===== src/sv/hlt_pkg.sv =====
// Shared types, constants and control structs for the handle list table.
package hlt_pkg;

  localparam int CAPACITY     = 64;
  localparam int HANDLE_WIDTH = 32;
  localparam int KIND_W       = 3;
  localparam int IN_HANDLE_W  = 32;
  localparam int POS_W        = 7;
  localparam int STAT_W       = 2;
  localparam int LEN_W        = 7;
  localparam int CNT_W        = $clog2(CAPACITY + 1);
  localparam int IDX_W        = $clog2(CAPACITY);
  localparam int CMP_W        = (CNT_W > POS_W) ? CNT_W : POS_W;

  typedef enum logic [KIND_W-1:0] {
    K_APPEND, K_INSERT, K_GET, K_DROP_AT, K_DROP_VAL, K_CONTAINS, K_CLEAR, K_NOP
  } kind_t;

  typedef enum logic [STAT_W-1:0] {
    ST_OK, ST_NULL, ST_RANGE, ST_FULL
  } status_t;

  typedef enum logic [3:0] {
    S_IDLE, S_DECODE, S_SCAN, S_SHIFT, S_INS, S_INS_TAIL, S_INS_PUT,
    S_GET_RD, S_GET_WAIT, S_DONE
  } state_t;

  typedef enum logic [2:0] {
    PTR_HOLD, PTR_ZERO, PTR_POS, PTR_CNTM1, PTR_INC, PTR_DEC
  } ptr_op_t;

  typedef enum logic [2:0] {
    WR_NONE, WR_APPEND, WR_UP, WR_DOWN, WR_PUT
  } wr_op_t;

  typedef enum logic [1:0] {
    CNT_HOLD, CNT_INC, CNT_DEC, CNT_CLR
  } cnt_op_t;

  typedef struct packed {
    logic    load;
    ptr_op_t ptr_op;
    logic    rd_en;
    wr_op_t  wr_op;
    cnt_op_t cnt_op;
    logic    set_status;
    status_t status;
    logic    take_hout;
    logic    set_found;
    logic    out_load;
  } cmd_t;

  typedef struct packed {
    kind_t kind;
    logic  h_zero;
    logic  pos_gt_cnt;
    logic  pos_ge_cnt;
    logic  full;
    logic  ptr_lt_cnt;
    logic  ptr_eq_pos;
    logic  rd_vld;
    logic  match;
    logic  out_free;
  } sts_t;

endpackage


===== src/sv/hlt_ctrl.sv =====
// Sequencer that walks each request through the list store.
module hlt_ctrl
  import hlt_pkg::*;
(
  input  logic clk,
  input  logic rst_n,
  input  logic start,
  input  sts_t sts,
  output cmd_t cmd,
  output logic idle
);

  state_t state_r;
  state_t state_nxt;

  always_ff @(posedge clk) begin
    if (!rst_n) begin
      state_r <= S_IDLE;
    end else begin
      state_r <= state_nxt;
    end
  end

  always_comb begin
    cmd       = '0;
    state_nxt = state_r;
    idle      = 1'b0;
    unique case (state_r)
      S_IDLE: begin
        idle = 1'b1;
        if (start) begin
          cmd.load  = 1'b1;
          state_nxt = S_DECODE;
        end
      end
      S_DECODE: begin
        state_nxt = S_DONE;
        unique case (sts.kind)
          K_APPEND: begin
            priority if (sts.h_zero) begin
              cmd.set_status = 1'b1;
              cmd.status     = ST_NULL;
            end else if (sts.full) begin
              cmd.set_status = 1'b1;
              cmd.status     = ST_FULL;
            end else begin
              cmd.wr_op  = WR_APPEND;
              cmd.cnt_op = CNT_INC;
            end
          end
          K_INSERT: begin
            priority if (sts.h_zero) begin
              cmd.set_status = 1'b1;
              cmd.status     = ST_NULL;
            end else if (sts.pos_gt_cnt) begin
              cmd.set_status = 1'b1;
              cmd.status     = ST_RANGE;
            end else if (sts.full) begin
              cmd.set_status = 1'b1;
              cmd.status     = ST_FULL;
            end else if (!sts.pos_ge_cnt) begin
              cmd.ptr_op = PTR_CNTM1;
              state_nxt  = S_INS;
            end else begin
              cmd.wr_op  = WR_APPEND;
              cmd.cnt_op = CNT_INC;
            end
          end
          K_GET: begin
            if (sts.pos_ge_cnt) begin
              cmd.set_status = 1'b1;
              cmd.status     = ST_RANGE;
            end else begin
              cmd.ptr_op = PTR_POS;
              state_nxt  = S_GET_RD;
            end
          end
          K_DROP_AT: begin
            if (sts.pos_ge_cnt) begin
              cmd.set_status = 1'b1;
              cmd.status     = ST_RANGE;
            end else begin
              cmd.ptr_op = PTR_POS;
              state_nxt  = S_SCAN;
            end
          end
          K_DROP_VAL, K_CONTAINS: begin
            if (!sts.h_zero) begin
              cmd.ptr_op = PTR_ZERO;
              state_nxt  = S_SCAN;
            end
          end
          K_CLEAR: cmd.cnt_op = CNT_CLR;
          K_NOP:   ;
          default: ;
        endcase
      end
      S_SCAN: begin
        // keep one read in flight ahead of the compare
        if (sts.ptr_lt_cnt) begin
          cmd.rd_en  = 1'b1;
          cmd.ptr_op = PTR_INC;
        end
        if (sts.rd_vld && sts.match) begin
          cmd.set_found = (sts.kind != K_DROP_AT);
          if (sts.kind == K_CONTAINS) begin
            state_nxt = S_DONE;
          end else begin
            cmd.take_hout = 1'b1;
            state_nxt     = S_SHIFT;
          end
        end else if (!sts.rd_vld && !sts.ptr_lt_cnt) begin
          state_nxt = S_DONE;
        end
      end
      S_SHIFT: begin
        if (sts.ptr_lt_cnt) begin
          cmd.rd_en  = 1'b1;
          cmd.ptr_op = PTR_INC;
        end
        if (sts.rd_vld) begin
          cmd.wr_op = WR_DOWN;
        end
        if (!sts.rd_vld && !sts.ptr_lt_cnt) begin
          cmd.cnt_op = CNT_DEC;
          state_nxt  = S_DONE;
        end
      end
      S_INS: begin
        cmd.rd_en = 1'b1;
        if (sts.rd_vld) begin
          cmd.wr_op = WR_UP;
        end
        if (sts.ptr_eq_pos) begin
          state_nxt = S_INS_TAIL;
        end else begin
          cmd.ptr_op = PTR_DEC;
        end
      end
      S_INS_TAIL: begin
        cmd.wr_op = WR_UP;
        state_nxt = S_INS_PUT;
      end
      S_INS_PUT: begin
        cmd.wr_op  = WR_PUT;
        cmd.cnt_op = CNT_INC;
        state_nxt  = S_DONE;
      end
      S_GET_RD: begin
        cmd.rd_en = 1'b1;
        state_nxt = S_GET_WAIT;
      end
      S_GET_WAIT: begin
        cmd.take_hout = 1'b1;
        state_nxt     = S_DONE;
      end
      S_DONE: begin
        if (sts.out_free) begin
          cmd.out_load = 1'b1;
          state_nxt    = S_IDLE;
        end
      end
      default: state_nxt = S_IDLE;
    endcase
  end

endmodule


===== src/sv/hlt_dp.sv =====
// Datapath: entry store, count, walk pointer, result and output registers.
module hlt_dp
  import hlt_pkg::*;
(
  input  logic                   clk,
  input  logic                   rst_n,
  input  cmd_t                   cmd,
  output sts_t                   sts,
  input  logic [KIND_W-1:0]      in_kind,
  input  logic [IN_HANDLE_W-1:0] in_handle,
  input  logic [POS_W-1:0]       in_position,
  output logic                   out_valid,
  input  logic                   out_stall,
  output logic [STAT_W-1:0]      out_status,
  output logic [IN_HANDLE_W-1:0] out_handle_out,
  output logic                   out_found,
  output logic [LEN_W-1:0]       out_length
);

  logic [HANDLE_WIDTH-1:0] entries_r [CAPACITY];

  kind_t                   kind_r;
  logic [HANDLE_WIDTH-1:0] h_r;
  logic [POS_W-1:0]        pos_r;
  logic [CNT_W-1:0]        count_r;
  logic [CNT_W-1:0]        count_nxt;
  logic [CNT_W-1:0]        ptr_r;
  logic [CNT_W-1:0]        ptr_nxt;
  logic                    vld_r;
  logic [IDX_W-1:0]        addr_r;
  logic [HANDLE_WIDTH-1:0] rd_data_r;
  status_t                 status_r;
  logic [HANDLE_WIDTH-1:0] hout_r;
  logic                    found_r;
  logic                    out_valid_r;
  status_t                 out_status_r;
  logic [HANDLE_WIDTH-1:0] out_hout_r;
  logic                    out_found_r;
  logic [CNT_W-1:0]        out_len_r;

  logic [CMP_W-1:0]        pos_ext;
  logic [CMP_W-1:0]        cnt_ext;
  logic [CMP_W-1:0]        ptr_ext;
  logic                    wr_en;
  logic [IDX_W-1:0]        wr_addr;
  logic [HANDLE_WIDTH-1:0] wr_data;

  assign pos_ext = CMP_W'(pos_r);
  assign cnt_ext = CMP_W'(count_r);
  assign ptr_ext = CMP_W'(ptr_r);

  always_comb begin
    sts.kind       = kind_r;
    sts.h_zero     = (h_r == '0);
    sts.pos_gt_cnt = (pos_ext > cnt_ext);
    sts.pos_ge_cnt = (pos_ext >= cnt_ext);
    sts.full       = (count_r >= CNT_W'(CAPACITY));
    sts.ptr_lt_cnt = (ptr_r < count_r);
    sts.ptr_eq_pos = (ptr_ext == pos_ext);
    sts.rd_vld     = vld_r;
    sts.match      = (kind_r == K_DROP_AT) || (rd_data_r == h_r);
    sts.out_free   = !out_valid_r || !out_stall;
  end

  always_comb begin
    unique case (cmd.ptr_op)
      PTR_HOLD:  ptr_nxt = ptr_r;
      PTR_ZERO:  ptr_nxt = '0;
      PTR_POS:   ptr_nxt = CNT_W'(pos_r);
      PTR_CNTM1: ptr_nxt = count_r - CNT_W'(1);
      PTR_INC:   ptr_nxt = ptr_r + CNT_W'(1);
      PTR_DEC:   ptr_nxt = ptr_r - CNT_W'(1);
      default:   ptr_nxt = ptr_r;
    endcase
  end

  always_comb begin
    unique case (cmd.cnt_op)
      CNT_HOLD: count_nxt = count_r;
      CNT_INC:  count_nxt = count_r + CNT_W'(1);
      CNT_DEC:  count_nxt = count_r - CNT_W'(1);
      CNT_CLR:  count_nxt = '0;
      default:  count_nxt = count_r;
    endcase
  end

  always_comb begin
    wr_en   = 1'b1;
    wr_addr = addr_r;
    wr_data = rd_data_r;
    unique case (cmd.wr_op)
      WR_NONE:   wr_en = 1'b0;
      WR_APPEND: begin
        wr_addr = count_r[IDX_W-1:0];
        wr_data = h_r;
      end
      WR_UP:     wr_addr = addr_r + IDX_W'(1);
      WR_DOWN:   wr_addr = addr_r - IDX_W'(1);
      WR_PUT: begin
        wr_addr = IDX_W'(pos_r);
        wr_data = h_r;
      end
      default:   wr_en = 1'b0;
    endcase
  end

  // store: one write port, one registered read port
  always_ff @(posedge clk) begin
    if (wr_en) begin
      entries_r[wr_addr] <= wr_data;
    end
    if (cmd.rd_en) begin
      rd_data_r <= entries_r[ptr_r[IDX_W-1:0]];
      addr_r    <= ptr_r[IDX_W-1:0];
    end
  end

  always_ff @(posedge clk) begin
    if (!rst_n) begin
      count_r     <= '0;
      vld_r       <= 1'b0;
      out_valid_r <= 1'b0;
    end else begin
      count_r <= count_nxt;
      vld_r   <= cmd.rd_en;
      if (cmd.out_load) begin
        out_valid_r <= 1'b1;
      end else if (!out_stall) begin
        out_valid_r <= 1'b0;
      end
    end
  end

  always_ff @(posedge clk) begin
    ptr_r <= ptr_nxt;
    if (cmd.load) begin
      kind_r   <= kind_t'(in_kind);
      h_r      <= HANDLE_WIDTH'(in_handle);
      pos_r    <= in_position;
      status_r <= ST_OK;
      hout_r   <= '0;
      found_r  <= 1'b0;
    end else begin
      if (cmd.set_status) begin
        status_r <= cmd.status;
      end
      if (cmd.take_hout) begin
        hout_r <= rd_data_r;
      end
      if (cmd.set_found) begin
        found_r <= 1'b1;
      end
    end
    if (cmd.out_load) begin
      out_status_r <= status_r;
      out_hout_r   <= hout_r;
      out_found_r  <= found_r;
      out_len_r    <= count_r;
    end
  end

  assign out_valid      = out_valid_r;
  assign out_status     = out_status_r;
  assign out_handle_out = IN_HANDLE_W'(out_hout_r);
  assign out_found      = out_found_r;
  assign out_length     = LEN_W'(out_len_r);

endmodule


===== src/sv/handle_list_table.sv =====
// Top level of the handle list table: ordered list of nonzero handles.
//
// One request at a time walks through a single store of 64 handles with one
// write port and one registered read port. Append, clear and the unused kind
// walk no entries, and get reads one. Insert moves every entry from the
// position to the end up by one, the drops move every entry after the
// removed one down by one, and a search reads from the head until it hits a
// match or the end, all one entry per clock through the store's read port.
// A finished result sits in the output register until taken, and the next
// request is accepted meanwhile. The store is never cleared; only entries
// below the current length are ever read.
module handle_list_table
  import hlt_pkg::*;
(
  input  logic                   clk,
  input  logic                   rst_n,
  input  logic                   in_valid,
  output logic                   in_stall,
  input  logic [KIND_W-1:0]      in_kind,
  input  logic [IN_HANDLE_W-1:0] in_handle,
  input  logic [POS_W-1:0]       in_position,
  output logic                   out_valid,
  input  logic                   out_stall,
  output logic [STAT_W-1:0]      out_status,
  output logic [IN_HANDLE_W-1:0] out_handle_out,
  output logic                   out_found,
  output logic [LEN_W-1:0]       out_length
);

  cmd_t cmd;
  sts_t sts;
  logic idle;
  logic start;

  // take a request only while the sequencer is idle
  assign in_stall = !idle;
  assign start    = in_valid && idle;

  hlt_ctrl u_ctrl (
    .clk   (clk),
    .rst_n (rst_n),
    .start (start),
    .sts   (sts),
    .cmd   (cmd),
    .idle  (idle)
  );

  hlt_dp u_dp (
    .clk            (clk),
    .rst_n          (rst_n),
    .cmd            (cmd),
    .sts            (sts),
    .in_kind        (in_kind),
    .in_handle      (in_handle),
    .in_position    (in_position),
    .out_valid      (out_valid),
    .out_stall      (out_stall),
    .out_status     (out_status),
    .out_handle_out (out_handle_out),
    .out_found      (out_found),
    .out_length     (out_length)
  );

  // an accepted request keeps the input side stalled on the next cycle
  a_busy_after_accept: assert property (@(posedge clk) disable iff (!rst_n)
    (in_valid && !in_stall) |=> in_stall)
    else $error("input accepted twice in a row");

  // a rejected request carries no handle and no match
  a_reject_clean: assert property (@(posedge clk) disable iff (!rst_n)
    (out_valid && (out_status != ST_OK)) |-> (out_handle_out == '0) && !out_found)
    else $error("rejected request returned data");

  // reported length never exceeds the store size
  a_len_bound: assert property (@(posedge clk) disable iff (!rst_n)
    out_valid |-> (CNT_W'(out_length) <= CNT_W'(CAPACITY)))
    else $error("length beyond capacity");

  // the store cannot grow past capacity: a full result leaves length at capacity
  a_full_len: assert property (@(posedge clk) disable iff (!rst_n)
    (out_valid && (out_status == ST_FULL)) |-> (CNT_W'(out_length) == CNT_W'(CAPACITY)))
    else $error("full reported below capacity");

endmodule

===== config.mk =====
export PLATFORM = sky130hd
export DESIGN_NAME = handle_list_table
export DESIGN_NICKNAME = d
export VERILOG_FILES = /design/src/sv/hlt_pkg.sv /design/src/sv/hlt_ctrl.sv /design/src/sv/hlt_dp.sv /design/src/sv/handle_list_table.sv
export SDC_FILE = /design/constraint.sdc
export NUM_CORES = 2
export LEC_CHECK = 0
export BUFFER_PORTS_ARGS = -buffer_cell sky130_fd_sc_hd__buf_2
export CORE_AREA = 3 3 330 414
export CTS_BUF_LIST = sky130_fd_sc_hd__clkbuf_16
export CTS_CLUSTER_DIAMETER = 100
export DETAILED_ROUTE_END_ITERATION = 12
export DIE_AREA = 0 0 333 417
export GPL_ROUTABILITY_DRIVEN = 1
export PLACE_DENSITY_LB_ADDON = 0.3
export SETUP_SLACK_MARGIN = 0.02
export SYNTH_ARGS = -nofsm -noshare
export SYNTH_HDL_FRONTEND = slang
export SYNTH_SLANG_ARGS = --single-unit

===== constraint.sdc =====
create_clock -name clk -period 14.3 [get_ports clk]
set_clock_uncertainty 0.15 [all_clocks]
set_input_delay 1.43 -clock clk [delete_from_list [all_inputs] [get_ports clk]]
set_output_delay 1.43 -clock clk [all_outputs]
set_load 0.03 [all_outputs]

==> flow_summary_export.csv <==
group,metric,value,unit
cts,cts_setup_buffers,0,
drt,ant_nets,0,
setup_path,rr_startpoint,"u_dp.h_r[9]$_DFFE_PP_",
place,dp_worst_setup_slack,8.643,ns
logic_synthesis,synth_cell_types,70,
floorplanning,num_rows,150,
power_and_ir_drop,leakagePower,29.64,nW
floorplanning,chipWidth,333,microns
logic_synthesis,async_flop_share,0,%
drt,viasPerCell,7.419,
floorplanning,start_util,64.73,%
logic_synthesis,synthAdderAreaFrac,0.4381,%
logic_synthesis,synthCells,3687,
logic_synthesis,syn_nets,3762,
place,gp_congestion,0.9514,
place,io_buffer_count,89,
cells_and_area,area_delta_synth_final,10.59,%
logic_synthesis,synth.cell_area,86260,sq um
timing,min_period,5.939,ns
cts,cts.clk_slew.worst_paths,0.07,ns
global_routing,use_met2,55.17,%
timing,clock.fmax,0.1684,GHz
timing,finalCritPeriodShare,41.53,%
cts,cts_tree,"done",
cts,htree_num_levels,4,
global_routing,grt_max_degree,96,
logic_synthesis,yosys_warnings,0,
drt,first_pass_iters,6,
cts,cts_sinks,2225,
global_routing,grt_pass1_wl,330200,microns
logic_synthesis,synth_edf_count,2177,
timing,final.setup.tns,0,ns
flow_run,cap_viol_max_count,0,
logic_synthesis,synth_compound_area_share,1.094,%
cells_and_area,drive_above_1_share,30.64,%
cts,ctsResizeCount,0,
drt,routedWlPerCell,40.25,microns
logic_synthesis,synth.largest_area_cell,"edfxtp_1",
cells_and_area,layout.nets,3959,
timing,slew_viol_final,0,
setup_path,path_class,"flop to flop",
timing,fin_ws,8.361,ns
setup_path,crit_path_start,"u_dp.h_r[9]$_DFFE_PP_",
power_and_ir_drop,worst_ir_drop_vdd,0.1569,mV
logic_synthesis,yosys_most_used_dff,"edfxtp_1",
drt,vias,42966,
status,outcome,"finished clean",
cts,cts_buffer_depth,3,
cts,postCtsHoldBufs,0,
cells_and_area,nFillCells,7034,
setup_path,cp_max_fo,18,
floorplanning,dieHeight,417,microns
setup_path,cp.arrival,6.25,ns
timing,worstMarginPinSlew,1.344,ns
logic_synthesis,yosysTopAreaCellShare,75.79,%
global_routing,grt_use_met1,44.54,%
logic_synthesis,seq_area_frac_synth,76.90,%
setup_path,r2r_setup_slack,8.36,ns
logic_synthesis,synth_top_family_by_area,"multiplexers",
cts,clockRootBuffer,"clkbuf_16",
cts,numCtsBuffers,191,
logic_synthesis,synth_xor_area_share,0.5280,%
hold_path,hp-class,"flop to flop",
drt,drt_iter0_drc,7131,
setup_path,reg2reg_to,"u_dp.entries_r[6][1]$_DFFE_PP_",
floorplanning,core_area,133300,sq um
floorplanning,design.die.area,138900,sq um
logic_synthesis,synthMostInstantiatedCell,"edfxtp_1",
cts,clock_latency,0.84,ns
setup_path,crit_end,"u_dp.entries_r[6][1]$_DFFE_PP_",
logic_synthesis,synth.area.top_cells,"edfxtp_1 76%, mux4_2 17%, dfxtp_1 1.1%",
logic_synthesis,avgSynthCellArea,23.39,sq um
logic_synthesis,ys_seq_elements,2225,
drt,drt-total-wl,233100,microns
setup_path,reg2reg_depth,8,
timing,hold_violations,0,
logic_synthesis,synthTopCellsByCount,"2177 x edfxtp_1, 659 x mux4_2, 126 x nor2_1, 84 x clkbuf_1, 68 x buf_2",
timing,max-slew-margin-rel,10.39,%
logic_synthesis,synthMuxAreaShare,18.43,%
power_and_ir_drop,powerDensity,161.5,nW/um^2
setup_path,crit_required,14.62,ns
floorplanning,ios,90,
global_routing,gr-usage-all-layers,34.39,%
global_routing,grt_remaining_overflow,0,
global_routing,first_global_vias,43554,
timing,grt_setup_unrepaired,"no",
setup_path,worst_setup_path_end_kind,"flop",
global_routing,busiest_layer,"met2",
logic_synthesis,yosys.area_share.simple,1.552,%
setup_path,critPathLaunchType,"flop",
drt,drc_errors,0,
global_routing,met3_usage,7.791,%
timing,setup_violations,0,
global_routing,antenna_found_initial,8,
place,hpwl,116400,microns
==> flip-flops by register name, indices dropped and copies added (netlist names) <==
register and flops:
u_dp.out_status 2, u_ctrl.state_r 4, u_dp.hout_r 32, u_dp.found_r 1, u_dp.addr_r 6, u_dp.out_found 1, u_dp.vld_r 1, u_dp.rd_data_r 32
u_dp.status_r 2, u_dp.h_r 32, u_dp.cnt_ext 7, u_dp.ptr_ext 7, u_dp.kind_r 3, u_dp.out_valid 1, u_dp.pos_ext 7, u_dp.entries_r 2048
u_dp.out_handle_out 32, u_dp.out_length 7
==> critical path: stages, from the launching register on <==
cell	delay, ns
edfxtp_1	0.56
nor4_1	0.58
nand4_1	0.44
o211ai_1	0.65
nor2_1	0.08
a31oi_1	0.62
nand3_1	1.03
nor2_4	0.95
buf_4	0.47
==> cell usage in the layout (no fill, tap or decap), drive strengths merged, types with 18 or more instances in the layout <==
master  synthesis  final
buf            99    187
xnor2          46     46
mux2i          55     55
ha             27     27
mux2           45     45
mux4          659    659
nand4          18     18
nand3          21     21
o21ai          33     33
clkinv          1     89
edfxtp       2177   2177
dfxtp          48     48
clkbuf         84    199
nand2          39     39
inv            22     68
nor2          126    126
a21oi          29     29
==> cells by family after synthesis <==
kind of cell               count (synthesis)
AOI/OAI and AO/OA                        138
xor gates and xnor gates                  52
adders and majority gates                 29
buffers and inverters                    206
DFF                                     2225
muxes                                    759
and+or+nand+nor                          278
==> routing by layer <==
metal	wire length [microns]	up-vias
met5	59	-
met3	28010	801
li1	-	16159
met4	15390	8
met2	115000	3736
met1	74590	22262
==> through the flow <==
stage                     cells  power [mW]  cell area, sq um  utilization [%]  hold WS (ns)
after floorplan            3687       9.546             86260                -        0.2519
after global placement     5439       10.31             89370            67.07        0.2674
after detailed placement   5439       10.37             89370            67.07        0.2690
after CTS                  5789       15.41             95380            71.58        0.2814
after global routing       5789       15.78             95380            71.58        0.2883
final                      5791       15.40             95390            71.59        0.2808
==> worst min-delay path by stage <==
| stage | to | cells after the start | startpoint |
|---|---|---|---|
| finish | u_dp.out_handle_out[18]$_DFFE_PP_ | 0 | u_dp.hout_r[18]$_SDFFE_PP0P_ |
| CTS | u_dp.out_handle_out[18]$_DFFE_PP_ | 0 | u_dp.hout_r[18]$_SDFFE_PP0P_ |
| detailed placement | u_dp.out_handle_out[12]$_DFFE_PP_ | 0 | u_dp.hout_r[12]$_SDFFE_PP0P_ |
| global placement | u_dp.out_handle_out[8]$_DFFE_PP_ | 0 | u_dp.hout_r[8]$_SDFFE_PP0P_ |
| floorplan | u_dp.out_status[0]$_DFFE_PP_ | 0 | u_dp.status_r[0]$_SDFFE_PP0P_ |
| global route | u_dp.out_handle_out[12]$_DFFE_PP_ | 0 | u_dp.hout_r[12]$_SDFFE_PP0P_ |
==> where the power goes <==
part,internal (mW),switching [mW],total [mW]
combinational,1.15,1.52,2.68
sequential,7.47,0.187,7.65
clock,2.76,2.31,5.07
total,11.4,4.02,15.4
==> cell type report <==
type	count	area [sq um]	area share, %
sequential	2225	66330	69.54
multi-input combinational	1256	19540	20.49
clock buffer	199	4980	5.220
tap	1748	2187	2.293
timing repair buffer	187	1219	1.278
clock inverter	151	1036	1.086
inverter	23	86.33	0.09051
antenna	2	5.005	0.005247
Note: power is estimated with default switching activity, not from simulation.
